<file path="src/rts_pkg.sv">
`default_nettype none

package rts_pkg;

    localparam int TASK_W = 4;
    localparam int RATE_W = 10;
    localparam int TIME_W = 16;
    localparam int TCNT_W = 5;
    localparam int CFG_DATA_W = 10;
    localparam int CFG_ADDR_W = 1;

    localparam logic [RATE_W-1:0] LOOP_RATE_RESET = RATE_W'(200);

    // request types
    localparam logic [1:0] REQ_LOAD  = 2'd0;
    localparam logic [1:0] REQ_START = 2'd1;
    localparam logic [1:0] REQ_DONE  = 2'd2;

    // result kinds
    localparam logic [1:0] KIND_ACK   = 2'd0;
    localparam logic [1:0] KIND_GRANT = 2'd1;
    localparam logic [1:0] KIND_END   = 2'd2;

    // configuration register indexes
    localparam logic [CFG_ADDR_W-1:0] CFG_LOOP_RATE  = 1'd0;
    localparam logic [CFG_ADDR_W-1:0] CFG_TASK_COUNT = 1'd1;

endpackage

`default_nettype wire

</file>
<file path="src/rts_ram.sv">
`default_nettype none

module rts_ram #(
    parameter int WIDTH = 16,
    parameter int DEPTH = 16,
    localparam int AW = (DEPTH > 1) ? $clog2(DEPTH) : 1
) (
    input  wire logic                 clk,
    input  wire logic                 we,
    input  wire logic [AW-1:0]        waddr,
    input  wire logic [WIDTH-1:0]     wdata,
    input  wire logic [AW-1:0]        raddr,
    output logic      [WIDTH-1:0]     rdata
);

    logic [WIDTH-1:0] mem [DEPTH];

    always_ff @(posedge clk)
    begin
        if (we)
        begin
            mem[waddr] <= wdata;
        end
        rdata <= mem[raddr];
    end

endmodule

`default_nettype wire

</file>
<file path="src/rate_task_scheduler_core.sv">
// Load: a 10-step divide, one table write, one output load. Start: scans entry by entry
// (ST_SCAN, ST_SCAN_CHK) to a grant or the task limit. Done: with no grant pending, emits
// at once, else reads the entry (ST_DONE_RD, ST_DONE_CHK), emits if the budget runs out,
// or scans on past it. Next request is accepted the cycle after the result loads, even
// while that result waits. Reset (async, active low) clears the loop counter, budget,
// pending grant and last-run valid bits; loop_rate returns to 200 and task_count to 0.
`default_nettype none

module rate_task_scheduler_core #(
    parameter int MAX_TASKS = 16
) (
    input  wire logic                              clk,
    input  wire logic                              rst_n,

    input  wire logic                              cfg_we,
    input  wire logic [rts_pkg::CFG_ADDR_W-1:0]    cfg_addr,
    input  wire logic [rts_pkg::CFG_DATA_W-1:0]    cfg_wdata,

    input  wire logic                              req_valid,
    output logic                                   req_ready,
    input  wire logic [1:0]                        req_type,
    input  wire logic [rts_pkg::TASK_W-1:0]        task_index,
    input  wire logic [rts_pkg::RATE_W-1:0]        rate_hz,
    input  wire logic [rts_pkg::TIME_W-1:0]        max_time_us,
    input  wire logic [rts_pkg::TIME_W-1:0]        time_available_us,
    input  wire logic [rts_pkg::TIME_W-1:0]        duration_us,

    output logic                                   res_valid,
    input  wire logic                              res_ready,
    output logic [1:0]                             result_kind,
    output logic [rts_pkg::TASK_W-1:0]             granted_task,
    output logic                                   slipped,
    output logic                                   overran,
    output logic                                   rerun_now,
    output logic [rts_pkg::TIME_W-1:0]             budget_left
);

    localparam int IDX_W = (MAX_TASKS > 1) ? $clog2(MAX_TASKS) : 1;
    localparam int CNT_W = $clog2(MAX_TASKS + 1);
    localparam int CMP_W = CNT_W + rts_pkg::TCNT_W;
    localparam int RW = rts_pkg::RATE_W;
    localparam int TW = rts_pkg::TIME_W;
    localparam int DIV_CNT_W = $clog2(RW);

    typedef enum logic [2:0] {
        ST_IDLE,
        ST_DIV,
        ST_LOAD_WR,
        ST_DONE_RD,
        ST_DONE_CHK,
        ST_SCAN,
        ST_SCAN_CHK,
        ST_EMIT
    } state_t;

    state_t                      state_reg;

    logic [RW-1:0]               loop_rate_reg;
    logic [rts_pkg::TCNT_W-1:0]  task_count_reg;
    logic [TW-1:0]               loop_counter_reg;
    logic [TW-1:0]               budget_reg;
    logic [IDX_W-1:0]            current_task_reg;
    logic                        pending_reg;
    logic [MAX_TASKS-1:0]        lr_valid_reg;

    logic [CNT_W-1:0]            scan_idx_reg;
    logic [DIV_CNT_W-1:0]        div_cnt_reg;
    logic [RW-1:0]               quo_reg;
    logic [RW-1:0]               rem_reg;
    logic [RW-1:0]               divisor_reg;
    logic [IDX_W-1:0]            idx_reg;
    logic [TW-1:0]               maxt_reg;
    logic [TW-1:0]               dur_reg;

    logic [1:0]                  st_kind_reg;
    logic [rts_pkg::TASK_W-1:0]  st_task_reg;
    logic                        st_slip_reg;
    logic                        st_over_reg;
    logic                        st_rerun_reg;

    logic                        res_valid_reg;
    logic [1:0]                  result_kind_reg;
    logic [rts_pkg::TASK_W-1:0]  granted_task_reg;
    logic                        slipped_reg;
    logic                        overran_reg;
    logic                        rerun_now_reg;
    logic [TW-1:0]               budget_left_reg;

    // shared datapath signals
    logic [IDX_W-1:0]            scan_addr;
    logic [CNT_W-1:0]            limit;
    logic [RW:0]                 div_shift;
    logic                        div_ge;
    logic [RW-1:0]               iv_new;
    logic [RW+TW-1:0]            cfg_wdata_ram;
    logic [RW+TW-1:0]            cfg_rdata_ram;
    logic [RW-1:0]               rd_iv;
    logic [TW-1:0]               rd_maxt;
    logic [TW-1:0]               last_rdata;
    logic [TW-1:0]               last_run;
    logic [TW-1:0]               dt;
    logic                        grant_hit;
    logic                        last_we;
    logic [IDX_W-1:0]            last_waddr;
    logic [TW-1:0]               last_wdata;
    logic                        req_fire;

    assign scan_addr = scan_idx_reg[IDX_W-1:0];
    assign limit = (CMP_W'(task_count_reg) > CMP_W'(MAX_TASKS)) ? CNT_W'(MAX_TASKS)
                                                                : CNT_W'(task_count_reg);

    assign div_shift = {rem_reg, quo_reg[RW-1]};
    assign div_ge    = div_shift >= {1'b0, divisor_reg};
    assign iv_new    = (quo_reg == '0) ? RW'(1) : quo_reg;

    assign cfg_wdata_ram = {iv_new, maxt_reg};
    assign rd_iv   = cfg_rdata_ram[TW +: RW];
    assign rd_maxt = cfg_rdata_ram[TW-1:0];

    assign last_run  = lr_valid_reg[scan_addr] ? last_rdata : '0;
    assign dt        = loop_counter_reg - last_run;
    assign grant_hit = (dt >= TW'(rd_iv)) && (rd_maxt <= budget_reg);

    assign last_we    = (state_reg == ST_LOAD_WR) || ((state_reg == ST_SCAN_CHK) && grant_hit);
    assign last_waddr = (state_reg == ST_LOAD_WR) ? idx_reg : scan_addr;
    assign last_wdata = (state_reg == ST_LOAD_WR) ? '0 : loop_counter_reg;

    assign req_ready = (state_reg == ST_IDLE);
    assign req_fire  = req_valid && req_ready;

    rts_ram #(
        .WIDTH (RW + TW),
        .DEPTH (MAX_TASKS)
    ) u_cfg_ram (
        .clk   (clk),
        .we    (state_reg == ST_LOAD_WR),
        .waddr (idx_reg),
        .wdata (cfg_wdata_ram),
        .raddr (scan_addr),
        .rdata (cfg_rdata_ram)
    );

    rts_ram #(
        .WIDTH (TW),
        .DEPTH (MAX_TASKS)
    ) u_last_ram (
        .clk   (clk),
        .we    (last_we),
        .waddr (last_waddr),
        .wdata (last_wdata),
        .raddr (scan_addr),
        .rdata (last_rdata)
    );

    always_ff @(posedge clk or negedge rst_n)
    begin
        if (!rst_n)
        begin
            state_reg        <= ST_IDLE;
            loop_rate_reg    <= rts_pkg::LOOP_RATE_RESET;
            task_count_reg   <= '0;
            loop_counter_reg <= '0;
            budget_reg       <= '0;
            current_task_reg <= '0;
            pending_reg      <= 1'b0;
            lr_valid_reg     <= '0;
            scan_idx_reg     <= '0;
            div_cnt_reg      <= '0;
            quo_reg          <= '0;
            rem_reg          <= '0;
            divisor_reg      <= '0;
            idx_reg          <= '0;
            maxt_reg         <= '0;
            dur_reg          <= '0;
            st_kind_reg      <= rts_pkg::KIND_ACK;
            st_task_reg      <= '0;
            st_slip_reg      <= 1'b0;
            st_over_reg      <= 1'b0;
            st_rerun_reg     <= 1'b0;
            res_valid_reg    <= 1'b0;
            result_kind_reg  <= rts_pkg::KIND_ACK;
            granted_task_reg <= '0;
            slipped_reg      <= 1'b0;
            overran_reg      <= 1'b0;
            rerun_now_reg    <= 1'b0;
            budget_left_reg  <= '0;
        end
        else
        begin
            if (cfg_we)
            begin
                unique case (cfg_addr)
                    rts_pkg::CFG_LOOP_RATE:  loop_rate_reg  <= cfg_wdata[RW-1:0];
                    rts_pkg::CFG_TASK_COUNT: task_count_reg <= cfg_wdata[rts_pkg::TCNT_W-1:0];
                    default: ;
                endcase
            end

            if (last_we)
            begin
                lr_valid_reg[last_waddr] <= 1'b1;
            end

            // ST_EMIT drives the valid itself
            if (res_ready && (state_reg != ST_EMIT))
            begin
                res_valid_reg <= 1'b0;
            end

            unique case (state_reg)
                ST_IDLE:
                begin
                    if (req_fire)
                    begin
                        st_task_reg  <= '0;
                        st_slip_reg  <= 1'b0;
                        st_over_reg  <= 1'b0;
                        st_rerun_reg <= 1'b0;
                        maxt_reg     <= max_time_us;
                        dur_reg      <= duration_us;
                        idx_reg      <= IDX_W'(task_index);
                        unique case (req_type)
                            rts_pkg::REQ_LOAD:
                            begin
                                st_kind_reg <= rts_pkg::KIND_ACK;
                                if (int'(task_index) < MAX_TASKS)
                                begin
                                    quo_reg     <= loop_rate_reg;
                                    rem_reg     <= '0;
                                    divisor_reg <= (rate_hz == '0) ? RW'(1) : rate_hz;
                                    div_cnt_reg <= DIV_CNT_W'(RW - 1);
                                    state_reg   <= ST_DIV;
                                end
                                else
                                begin
                                    state_reg <= ST_EMIT;
                                end
                            end
                            rts_pkg::REQ_START:
                            begin
                                st_kind_reg      <= rts_pkg::KIND_END;
                                loop_counter_reg <= loop_counter_reg + TW'(1);
                                budget_reg       <= time_available_us;
                                pending_reg      <= 1'b0;
                                scan_idx_reg     <= '0;
                                state_reg        <= ST_SCAN;
                            end
                            rts_pkg::REQ_DONE:
                            begin
                                st_kind_reg <= rts_pkg::KIND_END;
                                if (pending_reg)
                                begin
                                    pending_reg  <= 1'b0;
                                    scan_idx_reg <= CNT_W'(current_task_reg);
                                    state_reg    <= ST_DONE_RD;
                                end
                                else
                                begin
                                    state_reg <= ST_EMIT;
                                end
                            end
                            default:
                            begin
                                st_kind_reg <= rts_pkg::KIND_END;
                                state_reg   <= ST_EMIT;
                            end
                        endcase
                    end
                end

                // restoring divide, one quotient bit per cycle
                ST_DIV:
                begin
                    quo_reg <= {quo_reg[RW-2:0], div_ge};
                    rem_reg <= div_ge ? RW'(div_shift - {1'b0, divisor_reg})
                                      : div_shift[RW-1:0];
                    div_cnt_reg <= div_cnt_reg - DIV_CNT_W'(1);
                    if (div_cnt_reg == '0)
                    begin
                        state_reg <= ST_LOAD_WR;
                    end
                end

                ST_LOAD_WR:
                begin
                    state_reg <= ST_EMIT;
                end

                ST_DONE_RD:
                begin
                    state_reg <= ST_DONE_CHK;
                end

                ST_DONE_CHK:
                begin
                    st_over_reg <= dur_reg > rd_maxt;
                    if (dur_reg >= budget_reg)
                    begin
                        budget_reg   <= '0;
                        st_rerun_reg <= 1'b1;
                        state_reg    <= ST_EMIT;
                    end
                    else
                    begin
                        budget_reg   <= budget_reg - dur_reg;
                        scan_idx_reg <= CNT_W'(current_task_reg) + CNT_W'(1);
                        state_reg    <= ST_SCAN;
                    end
                end

                ST_SCAN:
                begin
                    if (scan_idx_reg >= limit)
                    begin
                        state_reg <= ST_EMIT;
                    end
                    else
                    begin
                        state_reg <= ST_SCAN_CHK;
                    end
                end

                ST_SCAN_CHK:
                begin
                    if (grant_hit)
                    begin
                        current_task_reg <= scan_addr;
                        pending_reg      <= 1'b1;
                        st_kind_reg      <= rts_pkg::KIND_GRANT;
                        st_task_reg      <= rts_pkg::TASK_W'(scan_addr);
                        st_slip_reg      <= dt >= TW'({rd_iv, 1'b0});
                        state_reg        <= ST_EMIT;
                    end
                    else
                    begin
                        scan_idx_reg <= scan_idx_reg + CNT_W'(1);
                        state_reg    <= ST_SCAN;
                    end
                end

                ST_EMIT:
                begin
                    if (!res_valid_reg || res_ready)
                    begin
                        res_valid_reg    <= 1'b1;
                        result_kind_reg  <= st_kind_reg;
                        granted_task_reg <= st_task_reg;
                        slipped_reg      <= st_slip_reg;
                        overran_reg      <= st_over_reg;
                        rerun_now_reg    <= st_rerun_reg;
                        budget_left_reg  <= budget_reg;
                        state_reg        <= ST_IDLE;
                    end
                end

                default:
                begin
                    state_reg <= ST_IDLE;
                end
            endcase
        end
    end

    assign res_valid    = res_valid_reg;
    assign result_kind  = result_kind_reg;
    assign granted_task = granted_task_reg;
    assign slipped      = slipped_reg;
    assign overran      = overran_reg;
    assign rerun_now    = rerun_now_reg;
    assign budget_left  = budget_left_reg;

endmodule

`default_nettype wire

</file>
<file path="config.mk">
export PLATFORM = sky130hd
export DESIGN_NAME = rate_task_scheduler_core
export DESIGN_NICKNAME = d
export VERILOG_FILES = /design/src/rts_pkg.sv /design/src/rts_ram.sv /design/src/rate_task_scheduler_core.sv
export SDC_FILE = /design/constraint.sdc
export NUM_CORES = 1
export LEC_CHECK = 0
export BUFFER_PORTS_ARGS = -buffer_cell sky130_fd_sc_hd__buf_2
export CELL_PAD_IN_SITES_DETAIL_PLACEMENT = 1
export CELL_PAD_IN_SITES_GLOBAL_PLACEMENT = 1
export CORE_ASPECT_RATIO = 1.1
export CORE_MARGIN = 4
export CORE_UTILIZATION = 30
export DETAILED_ROUTE_END_ITERATION = 16
export PLACE_DENSITY_LB_ADDON = 0.3
export SETUP_SLACK_MARGIN = 0.3
export SYNTH_ARGS = -nofsm -noshare
export SYNTH_HDL_FRONTEND = slang
export SYNTH_HIERARCHICAL = 1
export SYNTH_SLANG_ARGS = --single-unit
</file>
<file path="constraint.sdc">
create_clock -name clk -period 6.84 [get_ports clk]
set_input_delay 0.684 -clock clk [delete_from_list [all_inputs] [get_ports clk]]
set_output_delay 0.684 -clock clk [all_outputs]
set_load 0.01 [all_outputs]
</file>
# After elaboration in Yosys (flattened, before gate mapping)
# Memories as Yosys holds them, arrays and structs flattened. A register that Yosys moved wholly into a read port is not among the register bits.
# Cells that the tools add are included.
dict set report word_totals {
  ff_bits 181
  latchBits 0
  mem_bits_rw 672
  mem_bits_ro 0
  inputBits 80
  out_inout_bits 27
  wordCells 168
  mem_count 2
}
dict set report classes {
  addsub 7
  n_mul 0
  n_div 0
  n_lt_le_gt_ge 11
  eq_ne 22
  shifts 0
  muxes 63
  bitwise_logic 2
  n_reduce_logical 33
}
# name depth width rd rd_clocked_by_memory_dff wr line
set mem_list {}
lappend mem_list {u_cfg_ram.mem 16 26 1 1 1 rts_ram.sv:16} ;# logic [WIDTH-1:0] mem [DEPTH];
lappend mem_list {u_last_ram.mem 16 16 1 1 1 rts_ram.sv:16}
# op count
set op_table {}
lappend op_table {{16-bit two-way mux} 5}
lappend op_table {{10-bit two-way mux} 7}
lappend op_table {{10-bit case mux with 2 select lines} 2}
lappend op_table {{16-bit case mux with 2 select lines} 1}
lappend op_table {{16-bit subtractor} 2}
lappend op_table {{5-bit two-way mux} 5}
lappend op_table {{3-bit case mux with 8 select lines} 1}
lappend op_table {{3-bit AND reduction} 7}
lappend op_table {{10-bit zero test} 2}
lappend op_table {{4-bit two-way mux} 5}
lappend op_table {{16-bit by 1-bit adder with 16-bit output, second input constant} 1}
lappend op_table {{16-bit by 10-bit >= comparator with 1-bit output} 1}
lappend op_table {{16-bit by 11-bit >= comparator with 1-bit output} 1}
lappend op_table {{16-bit >= comparator} 1}
lappend op_table {{16-bit greater-than comparator} 1}
lappend op_table {{16-bit less-or-equal comparator} 1}
lappend op_table {{1-bit two-way mux} 16}
lappend op_table {{16-bit OR} 1}
lappend op_table {{4-bit case mux with 2 select lines} 2}
lappend op_table {{5-bit case mux with 3 select lines} 1}
lappend op_table {{2-bit != test, second input constant} 7}
lappend op_table {{3-bit == test, second input constant} 4}
lappend op_table {{3-bit two-way mux} 4}
lappend op_table {{2-bit AND reduction} 6}
lappend op_table {{35 further kinds} 54}

# Longest topological paths before layout
# Gate-level depths: netlist (run 1).
dict set report logic_depth {
  word_depth 10
  depth_mapped 21
  depth_no_buf 20
}

# Modules after synthesis
# The synthesis (run 1) kept the hierarchy.
# module n_inst cells_each area_each_um2 seq_area_each_um2
set by_module_without_submodules {}
lappend by_module_without_submodules {{rts_ram (u_cfg_ram)} 1 686 16375.7 13012.5}
lappend by_module_without_submodules {rate_task_scheduler_core 1 1256 11569.8 4533.1}
lappend by_module_without_submodules {{rts_ram (u_last_ram)} 1 432 10042.1 8007.7}

# Worst setup path before layout (run 1)
# No wires, ideal clock.
dict set report synth_timing {
  kind {register to register}
  from {reg scan_idx_reg[0]}
  to {mem u_last_ram.mem[0][0], enable pin}
  arrival_ps 5569
  required_time_ps 6431
  slack_ps 862
  stages_incl_launch_ff 21
  path_buffers 2
  synth_period_minus_slack_ps 5978
  cell_sequence {dfrtp_1 buf_6 mux4_2 mux2i_1 mux2i_2 clkbuf_1 nand2_1 fa_1 a211oi_1 o21ai_1 xor2_1 ha_1 o21ai_0 a2111oi_0 or4_1 a211oi_2 nand3_2 o21ai_2 nand2b_1 or3b_2 nor3_1}
}
dict set report synth_via {
  elab_chain_len 10
  elab_cells_between_ends 11
}
# element line
set synth_rtl {}
lappend synth_rtl {{start: declaration} rate_task_scheduler_core.sv:66} ;# logic [CNT_W-1:0] scan_idx_reg;
lappend synth_rtl {{start signal: assignment} rate_task_scheduler_core.sv:254} ;# scan_idx_reg <= CNT_W'(current_task_reg);
lappend synth_rtl {{start signal: assignment} rate_task_scheduler_core.sv:306} ;# scan_idx_reg <= CNT_W'(current_task_reg) + CNT_W'(1);
lappend synth_rtl {{start signal: assignment} rate_task_scheduler_core.sv:336} ;# scan_idx_reg <= scan_idx_reg + CNT_W'(1);
lappend synth_rtl {{1-bit binary-select mux with 4-bit select} rate_task_scheduler_core.sv:120} ;# assign last_run = lr_valid_reg[scan_addr] ? last_rdata : '0;
lappend synth_rtl {{1-bit two-way mux (implied by the code)} rate_task_scheduler_core.sv:120}
lappend synth_rtl {{16-bit two-way mux} rate_task_scheduler_core.sv:120}
lappend synth_rtl {{16-bit subtractor} rate_task_scheduler_core.sv:121} ;# assign dt = loop_counter_reg - last_run;
lappend synth_rtl {{16-bit by 10-bit >= comparator with 1-bit output} rate_task_scheduler_core.sv:122} ;# assign grant_hit = (dt >= TW'(rd_iv)) && (rd_maxt <= budget_reg);
lappend synth_rtl {{1-bit logical AND} rate_task_scheduler_core.sv:122}
lappend synth_rtl {{1-bit logical AND} rate_task_scheduler_core.sv:124} ;# assign last_we = (state_reg == ST_LOAD_WR) || ((state_reg == ST_SCAN_CHK) && grant_hit);
lappend synth_rtl {{1-bit logical OR} rate_task_scheduler_core.sv:124}
lappend synth_rtl {{named net last_we} rate_task_scheduler_core.sv:103} ;# logic last_we;
lappend synth_rtl {{1-bit two-way mux} rts_ram.sv:20} ;# if (we)
lappend synth_rtl {{1-bit two-way mux (implied by the code)} rts_ram.sv:22} ;# mem[waddr] <= wdata;
lappend synth_rtl {{end: declaration} rts_ram.sv:16}
# The timed path passes the listed nets, and every way through them passes these cells. The select of a mux whose other input is x is not followed.

# Final worst setup path (run 1)
dict set report layout_timing {
  from {reg scan_idx_reg[2]}
  to {mem u_last_ram.mem[0][5], enable pin}
}
# The elaborated chain is that of the path after synthesis.

==> results.toml, run 1 <==
[outcome]
outcome = "complete, no violations"

[global_routing]
global_route.overflow_total = 0
grt_pass1_vias = 23200
grt_pass1_wl_um = 154000
antenna_found_initial = 9
grt_max_degree = 137
grt_usage_pct = 15.5

[drt]
drt-total-wl_um = 103000
dr.pass1.iters = 6
viasPerCell = 5.04
postRouteAntennaNets = 0
wl_per_cell_um = 24.2
drc = 0
dr.first_iter.drc_count = 1657
num_vias = 21500

[timing]
drv_slew = 0
period_share_pct = 89.4
finalHoldViolations = 0
max_slew_margin_pct = 7.65
tns_ns = 0
worst_pin_slew_ns = 1.38
finalSetupViolCount = 0
rsz0062_at_grt = "no"
timing.fmax_ghz = 0.164
min_period_ns = 6.11
skew_ns = 0.0501

[worst_setup_path]
max_stage_delay_ns = 0.85
cp_cell_sequence = "mux2i_1, mux2i_2, buf_4, and2_1, ha_1, inv_1, fa_1, a211oi_1, o21ai_1, xor2_1, ha_1, o21ai_0, a2111oi_0, or4_1, a211oi_2, nand3_2, o21ai_2, nand2b_1, or3b_2, nor3_2, buf_4"
crit_path_max_fanout = 17
required_ns = 7.21
critPathKind = "flip-flop to flip-flop"
rr_startpoint = "scan_idx_reg[2]"
end_kind = "flip-flop"
arrival_ns = 6.48
cp-startpoint = "scan_idx_reg[2]"
crit_path_start_kind = "flip-flop"
critPathSlowestCell = "dfrtp_1"

[clocking]
clk_latency_ns = 0.71
clk_pin_slew_ns = 0.06
cts_num_sinks = 895
clockBufferDepth = 3
numCtsBuffers = 91
htree_levels = 3
root_buffer = "clkbuf_16"
post_cts_buffers = 0
tritoncts = "yes"

[synth]
synth-simple-area-share_pct = 5.92
yosys_warnings = 6
synth_ff_type = "edfxtp_1"
synthCells = 2374
netlist-cell-type-count = 78
synth-compound-area-share_pct = 6.32
synth_fa_ha_area_share_pct = 3.68
synthMuxAreaShare_pct = 13.3
synth_top_family_by_area = "multiplexers"
netlist_area_um2 = 38000
synth_fp_nets = 2564
synth_edf_count = 672
ys_ff_latch = 895
syn_avg_cell_area_um2 = 16.0
postSynth.asyncResetShare_pct = 20.2
yosysSeqAreaShare_pct = 67.3
synth_xor_area_share_pct = 1.01

[pwr]
power_density_nw_per_um2 = 441
worst_ir_drop_vdd_v = 0.000420
power.total_mw = 19.4
p_leak_nw = 15.8

[placed_design]
gp_congestion = 0.814
portBuffers = 106
dp.final_hpwl_um = 65300

[die]
initial_core_util_pct = 30.3
die_w_um = 347
core_um2 = 125000
dieHeight_um = 381
rows = 136
io_pins = 107
dieArea_um2 = 132000

[final_layout]
nFillCells = 12800
reg_top3 = "u_cfg_ram/mem x416, u_last_ram/mem x256, u_cfg_ram/rdata x26"
syn_to_final_growth_pct = 15.5
largest_reg_flops = 416
largest-register = "u_cfg_ram/mem"
drive_above_1_share_pct = 21.3
finish.net_count = 2719

[hold_path]
min_from = "max_time_us[8]"
hp-class = "input pin to flip-flop"

[flow_run]
max_cap_viol_count = 0
==> cells in the final DEF (no fill, tap or decap), types with 32 or more instances in the layout <==
cell / netlist / layout
dfxtp_1: 42 / 42
nand2_1: 224 / 224
edfxtp_1: 672 / 672
o21ai_0: 85 / 85
mux4_2: 126 / 126
xnor2_1: 32 / 32
ha_1: 107 / 107
buf_4: 4 / 60
buf_2: 15 / 105
dfrtp_1: 178 / 176
a22oi_1: 91 / 91
mux2_2: 58 / 58
inv_1: 97 / 97
nor2_1: 97 / 82
mux4_1: 46 / 46
clkbuf_16: 0 / 91
a21oi_1: 71 / 71
==> worst paths after layout <==
path / end / slack [ns] / cells after the start
max: u_last_ram/mem[0][5] / 0.73 / 21
min: maxt_reg[8] / 0.18 / 3
max reg2reg: u_last_ram/mem[0][5] / 0.73 / 21
min reg2reg: lr_valid_reg[1] / 0.49 / 2
max in group asynchronous: scan_idx_reg[1] / 4.97 / 3
min in group asynchronous: rem_reg[4] / 0.50 / 2
==> report_power, final <==
| part | switching (mW) | internal, mW | total, mW |
|---|---|---|---|
| combinational | 3.73 | 2.65 | 6.37 |
| sequential | 0.771 | 6.87 | 7.64 |
| clock | 2.24 | 3.10 | 5.34 |
==> stage by stage <==
stage | instance area (um2) | util (%) | hold WS [ns] | worst slack [ns] | instances
2_1_floorplan | 38000 | - | 0.388 | 0.862 | 2374
6_report | 43900 | 35.0 | 0.184 | 0.726 | 4267
4_1_cts | 43900 | 35.0 | 0.123 | 0.701 | 4264
3_5_place_dp | 40600 | 32.4 | 0.475 | 0.785 | 4091
3_3_place_gp | 40600 | 32.4 | 0.448 | 0.753 | 4091
5_1_grt | 43900 | 35.0 | 0.156 | 0.303 | 4264
==> cell type report <==
class,count,area [um2],area share (%)
clock inverters,65,852,1.94
inverters,97,364,0.830
clock buffers,107,2380,5.42
flip-flops and latches,895,25600,58.3
multi-input cells,1275,11600,26.4
diodes,3,7.51,0.0171
repair buffers,169,1040,2.37
well taps,1656,2070,4.72
==> synthesized netlist by cell type (all sizes together) (9+ instances only) <==
master,n,area share (%)
nand2b,19,0.31
nand2,224,2.2
edfxtp,672,53
xor2,12,0.28
xnor2,32,0.74
and2,9,0.15
mux4,172,11
mux2i,32,0.85
a21o,17,0.34
nor2,97,0.96
inv,97,0.96
dfxtp,42,2.2
mux2,59,1.8
ha,107,3.5
a22oi,91,1.8
a31oi,21,0.35
nand3,26,0.36
a21oi,71,0.94
buf,43,0.93
nor2b,38,0.63
nand4,11,0.18
nor3,28,0.37
dfrtp,178,12
o21ai,88,1.2
clkbuf,64,0.64
o21a,13,0.26
nor4,10,0.16
==> cell families (layout without fill, tap and decap cells) <==
group           after synthesis  in the layout
other cells                   0              3
buf+inv                     204            438
xor+xnor                     44             44
mux                         263            263
fa+ha+maj                   110            110
flops                       895            895
simple gates                493            493
compound gates              365            365
==> repair_timing <==
action,in CTS,in global routing
hold endpoints to repair,42,0
resized for setup,0,0
endpoints found under the setup margin,0,0
hold buffers,1,0
==> metal layers <==
layer	track usage [%]	vias up	part of all wire [%]
li1	-	9511	-
met1	21.3	11400	45
met2	25.1	506	48
met3	2.84	131	5.0
met4	4.76	0	2.6
met5	0	-	0
==> critical path: cells and delay by family, from the launching register on <==
kind                     cells  cell delay [ns]
buffers and inverters        3             0.59
AO/OA/AOI/OAI                6             1.30
flip-flops                   1             0.85
XOR/XNOR                     1             0.25
AND/OR/NAND/NOR              6             1.49
adder cells (fa/ha/maj)      3             0.91
multiplexers                 2             0.37
(Power assumes the default switching activity.)
==> run 2: changes to the inputs <==
--- a/config.mk
+++ b/config.mk
@@ -16,5 +16,4 @@
 export SETUP_SLACK_MARGIN = 0.3
 export SYNTH_ARGS = -nofsm -noshare
 export SYNTH_HDL_FRONTEND = slang
-export SYNTH_HIERARCHICAL = 1
 export SYNTH_SLANG_ARGS = --single-unit
==> run 2 against run 1 <==
Synthesized area decreased by 1.4%. Global-route usage decreased by 0.42 points. Via count decreased by 5.6%. Cell count decreased by 4.2%. Routed wire length decreased by 5.0%. Final area decreased by 1.5%. Register-to-register slack improved by 0.28 ns. Fmax increased by 4.8%. Synthesized cell count decreased by 6.7%. Core utilization about the same. Sequential power increased by 2%. Clock-buffer cell count increased by 19.
==> results.toml, run 2 <==
[global_routing]
grt_pass1_vias = 22000
grt_max_degree = 173
grt_pass1_wl_um = 147000
grt_usage_pct = 15.1
antenna_found_initial = 1
global_route.overflow_total = 0

[worst_setup_path]
rr_startpoint = "scan_idx_reg[2]"
critical_path_depth = 21
rrSetupSlack_ns = 1.00
critPathKind = "flip-flop to flip-flop"
reg2reg_depth = 21
crit_path_start_kind = "flip-flop"
cp_cell_sequence = "mux4_2, mux2i_1, mux2_4, nor2b_1, ha_1, inv_1, fa_1, a21o_1, a21oi_1, xnor2_1, ha_1, a21o_1, a211o_1, o221ai_1, a21oi_1, nor3_1, a31oi_2, buf_4, a21boi_4, nor2_1, buf_4"
crit_path_max_fanout = 19
crit_end = "u_last_ram.mem[9][4]"
required_ns = 7.25
arrival_ns = 6.24
path_buf_inv = 3
critPathTopFamily = "compound AO/OA/AOI/OAI gates"
end_kind = "flip-flop"
max_stage_delay_ns = 0.71
cp-startpoint = "scan_idx_reg[2]"
r2r-end = "u_last_ram.mem[9][4]"
critPathSlowestCell = "dfrtp_1"

[final_layout]
drive_above_1_share_pct = 24.8
largest_reg_flops = 416
largest-register = "u_cfg_ram.mem"
nFillCells = 12600
layout_commonest_cell = "edfxtp_1"
diodes = 0
finish.net_count = 2557
syn_to_final_growth_pct = 15.3
layout_common_cells = "edfxtp_1 (672), mux4_2 (214), dfrtp_1 (175)"
reg_top3 = "u_cfg_ram.mem x416, u_last_ram.mem x256, u_cfg_ram.rdata x26"
final_cells = 4088

[synth]
yosysSeqAreaShare_pct = 68.2
synth_ff_type = "edfxtp_1"
synth_top_area_cell = "edfxtp_1"
syn_avg_cell_area_um2 = 16.9
postSynth.asyncResetShare_pct = 20.2
synth_top_area_share_pct = 53.9
synth_fp_nets = 2404
synthCells = 2214
synth.most_common_cell = "edfxtp_1"
synth_xor_area_share_pct = 1.19
yosys-top-cells-count = "edfxtp_1 (672), mux4_2 (214), dfrtp_1 (178)"
netlist-cell-type-count = 72
synth-simple-area-share_pct = 4.83
netlist_area_um2 = 37500
synth_top_family_by_area = "multiplexers"
synth_fa_ha_area_share_pct = 3.73
synthMuxAreaShare_pct = 15.3
ys_ff_latch = 895
synthTopCellsByArea = "edfxtp_1 (54%), mux4_2 (13%), dfrtp_1 (12%)"
yosys_warnings = 0
synth_edf_count = 672
synth-compound-area-share_pct = 4.67

[hold_path]
hp-class = "input pin to flip-flop"
min_from = "res_ready"

[placed_design]
dp.final_hpwl_um = 61900
gp_congestion = 0.799
portBuffers = 106
dp.cells = 3918
place_ws_ns = 1.00

[drt]
drc = 0
wl_per_cell_um = 24.0
dr.pass1.iters = 5
dr.first_iter.drc_count = 1425
num_vias = 20300
drt-total-wl_um = 98300
viasPerCell = 4.97
postRouteAntennaNets = 0

[timing]
tns_ns = 0
min_period_ns = 5.84
rsz0062_at_grt = "no"
period_share_pct = 85.3
post-route-worst-setup-slack_ns = 1.00
worst_pin_slew_ns = 1.29
skew_ns = 0.0523
max_slew_margin_pct = 13.5
finalHoldViolations = 0
timing.fmax_ghz = 0.171
finalSetupViolCount = 0
drv_slew = 0

[clocking]
root_buffer = "clkbuf_16"
clockBufferDepth = 3
numCtsBuffers = 90
htree_levels = 3
post_cts_buffers = 0
tritoncts = "yes"
cts_num_sinks = 895
clk_latency_ns = 0.70
cts_resized = 0
clk_pin_slew_ns = 0.06

[flow_run]
max_cap_viol_count = 0

[pwr]
p_leak_nw = 15.1
worst_ir_drop_vdd_v = 0.000298
power_density_nw_per_um2 = 440

[die]
rows = 135
die_w_um = 345
dieArea_um2 = 131000
core_um2 = 124000
io_pins = 107
dieHeight_um = 379
initial_core_util_pct = 30.3

[outcome]
outcome = "complete, no violations"
[run 2: cell count changes in the layout (fill, tap and decap cells not counted), moves of 12 or more]
cell / before / now
mux4_2: 126 / 214
a31oi_1: 21 / 8
nor2_4: 1 / 16
o21ai_0: 85 / 69
nor2_2: 14 / 2
o21bai_1: 3 / 19
nand2_1: 224 / 147
a22oi_1: 91 / 9
a21o_1: 17 / 30
nand2b_1: 19 / 33
clkbuf_1: 12 / 26
mux4_1: 46 / 0
[run 2: routing by layer]
metal	track usage, %	wire length (um)
met5	0	0
met4	3.65	1570
met3	2.17	3790
met2	26.0	50000
met1	20.2	42900
[run 2: worst reg2reg max path, stage by stage, from the launching register on]
cell	delay, ns
dfrtp_1	0.71
mux4_2	0.31
mux2i_1	0.07
mux2_4	0.35
nor2b_1	0.15
ha_1	0.17
inv_1	0.05
fa_1	0.40
a21o_1	0.19
a21oi_1	0.19
xnor2_1	0.18
ha_1	0.29
a21o_1	0.19
a211o_1	0.29
o221ai_1	0.21
a21oi_1	0.12
nor3_1	0.29
a31oi_2	0.23
buf_4	0.27
a21boi_4	0.50
nor2_1	0.14
buf_4	0.25
[run 2: kinds of logic (layout without fill, tap and decap cells)]
logic type | after synthesis | after routing
flip-flops | 895 | 895
XOR/XNOR | 51 | 51
multiplexers | 296 | 296
AND/OR/NAND/NOR | 392 | 392
adder cells (fa/ha/maj) | 110 | 110
AO/OA/AOI/OAI | 271 | 271
buffers and inverters | 199 | 429
[run 2: area by class of cell]
class	count	area, um2	area share [%]
sequential	895	25600	59.2
timing repair buffer	164	1010	2.35
inverter	96	362	0.837
clock inverter	43	453	1.05
tap	1644	2060	4.76
clock buffer	126	2490	5.76
multi-input combinational	1120	11300	26.1
[run 2: metrics by stage]
step                      area, um2  power [mW]  hold WS [ns]  utilization (%)
after CTS                     43200        19.3         0.131             34.9
after floorplan               37500        12.1         0.388                -
final                         43200        19.0         0.194             34.9
after global placement        40300        14.1         0.454             32.6
after detailed placement      40300        14.3         0.463             32.6
after global routing          43200        20.2         0.160             34.9
[run 2: worst min path at each step]
stage | to | slack [ns] | cells after the start
2_1_floorplan | budget_left[0] | 0.39 | 0
3_3_place_gp | lr_valid_reg[15] | 0.45 | 1
3_5_place_dp | lr_valid_reg[12] | 0.46 | 1
4_1_cts | res_valid | 0.13 | 2
5_1_grt | res_valid | 0.16 | 2
6_report | res_valid | 0.19 | 2
[run 2: repair_timing]
| action | CTS | global route |
|---|---|---|
| setup endpoints to repair | 0 | 0 |
| hold buffers | 1 | 0 |
| hold endpoints to repair | 40 | 0 |
[run 2: power breakdown]
part           switching, mW  internal (mW)
sequential             0.838           6.94
clock                   2.14           2.76
combinational           3.51           2.81
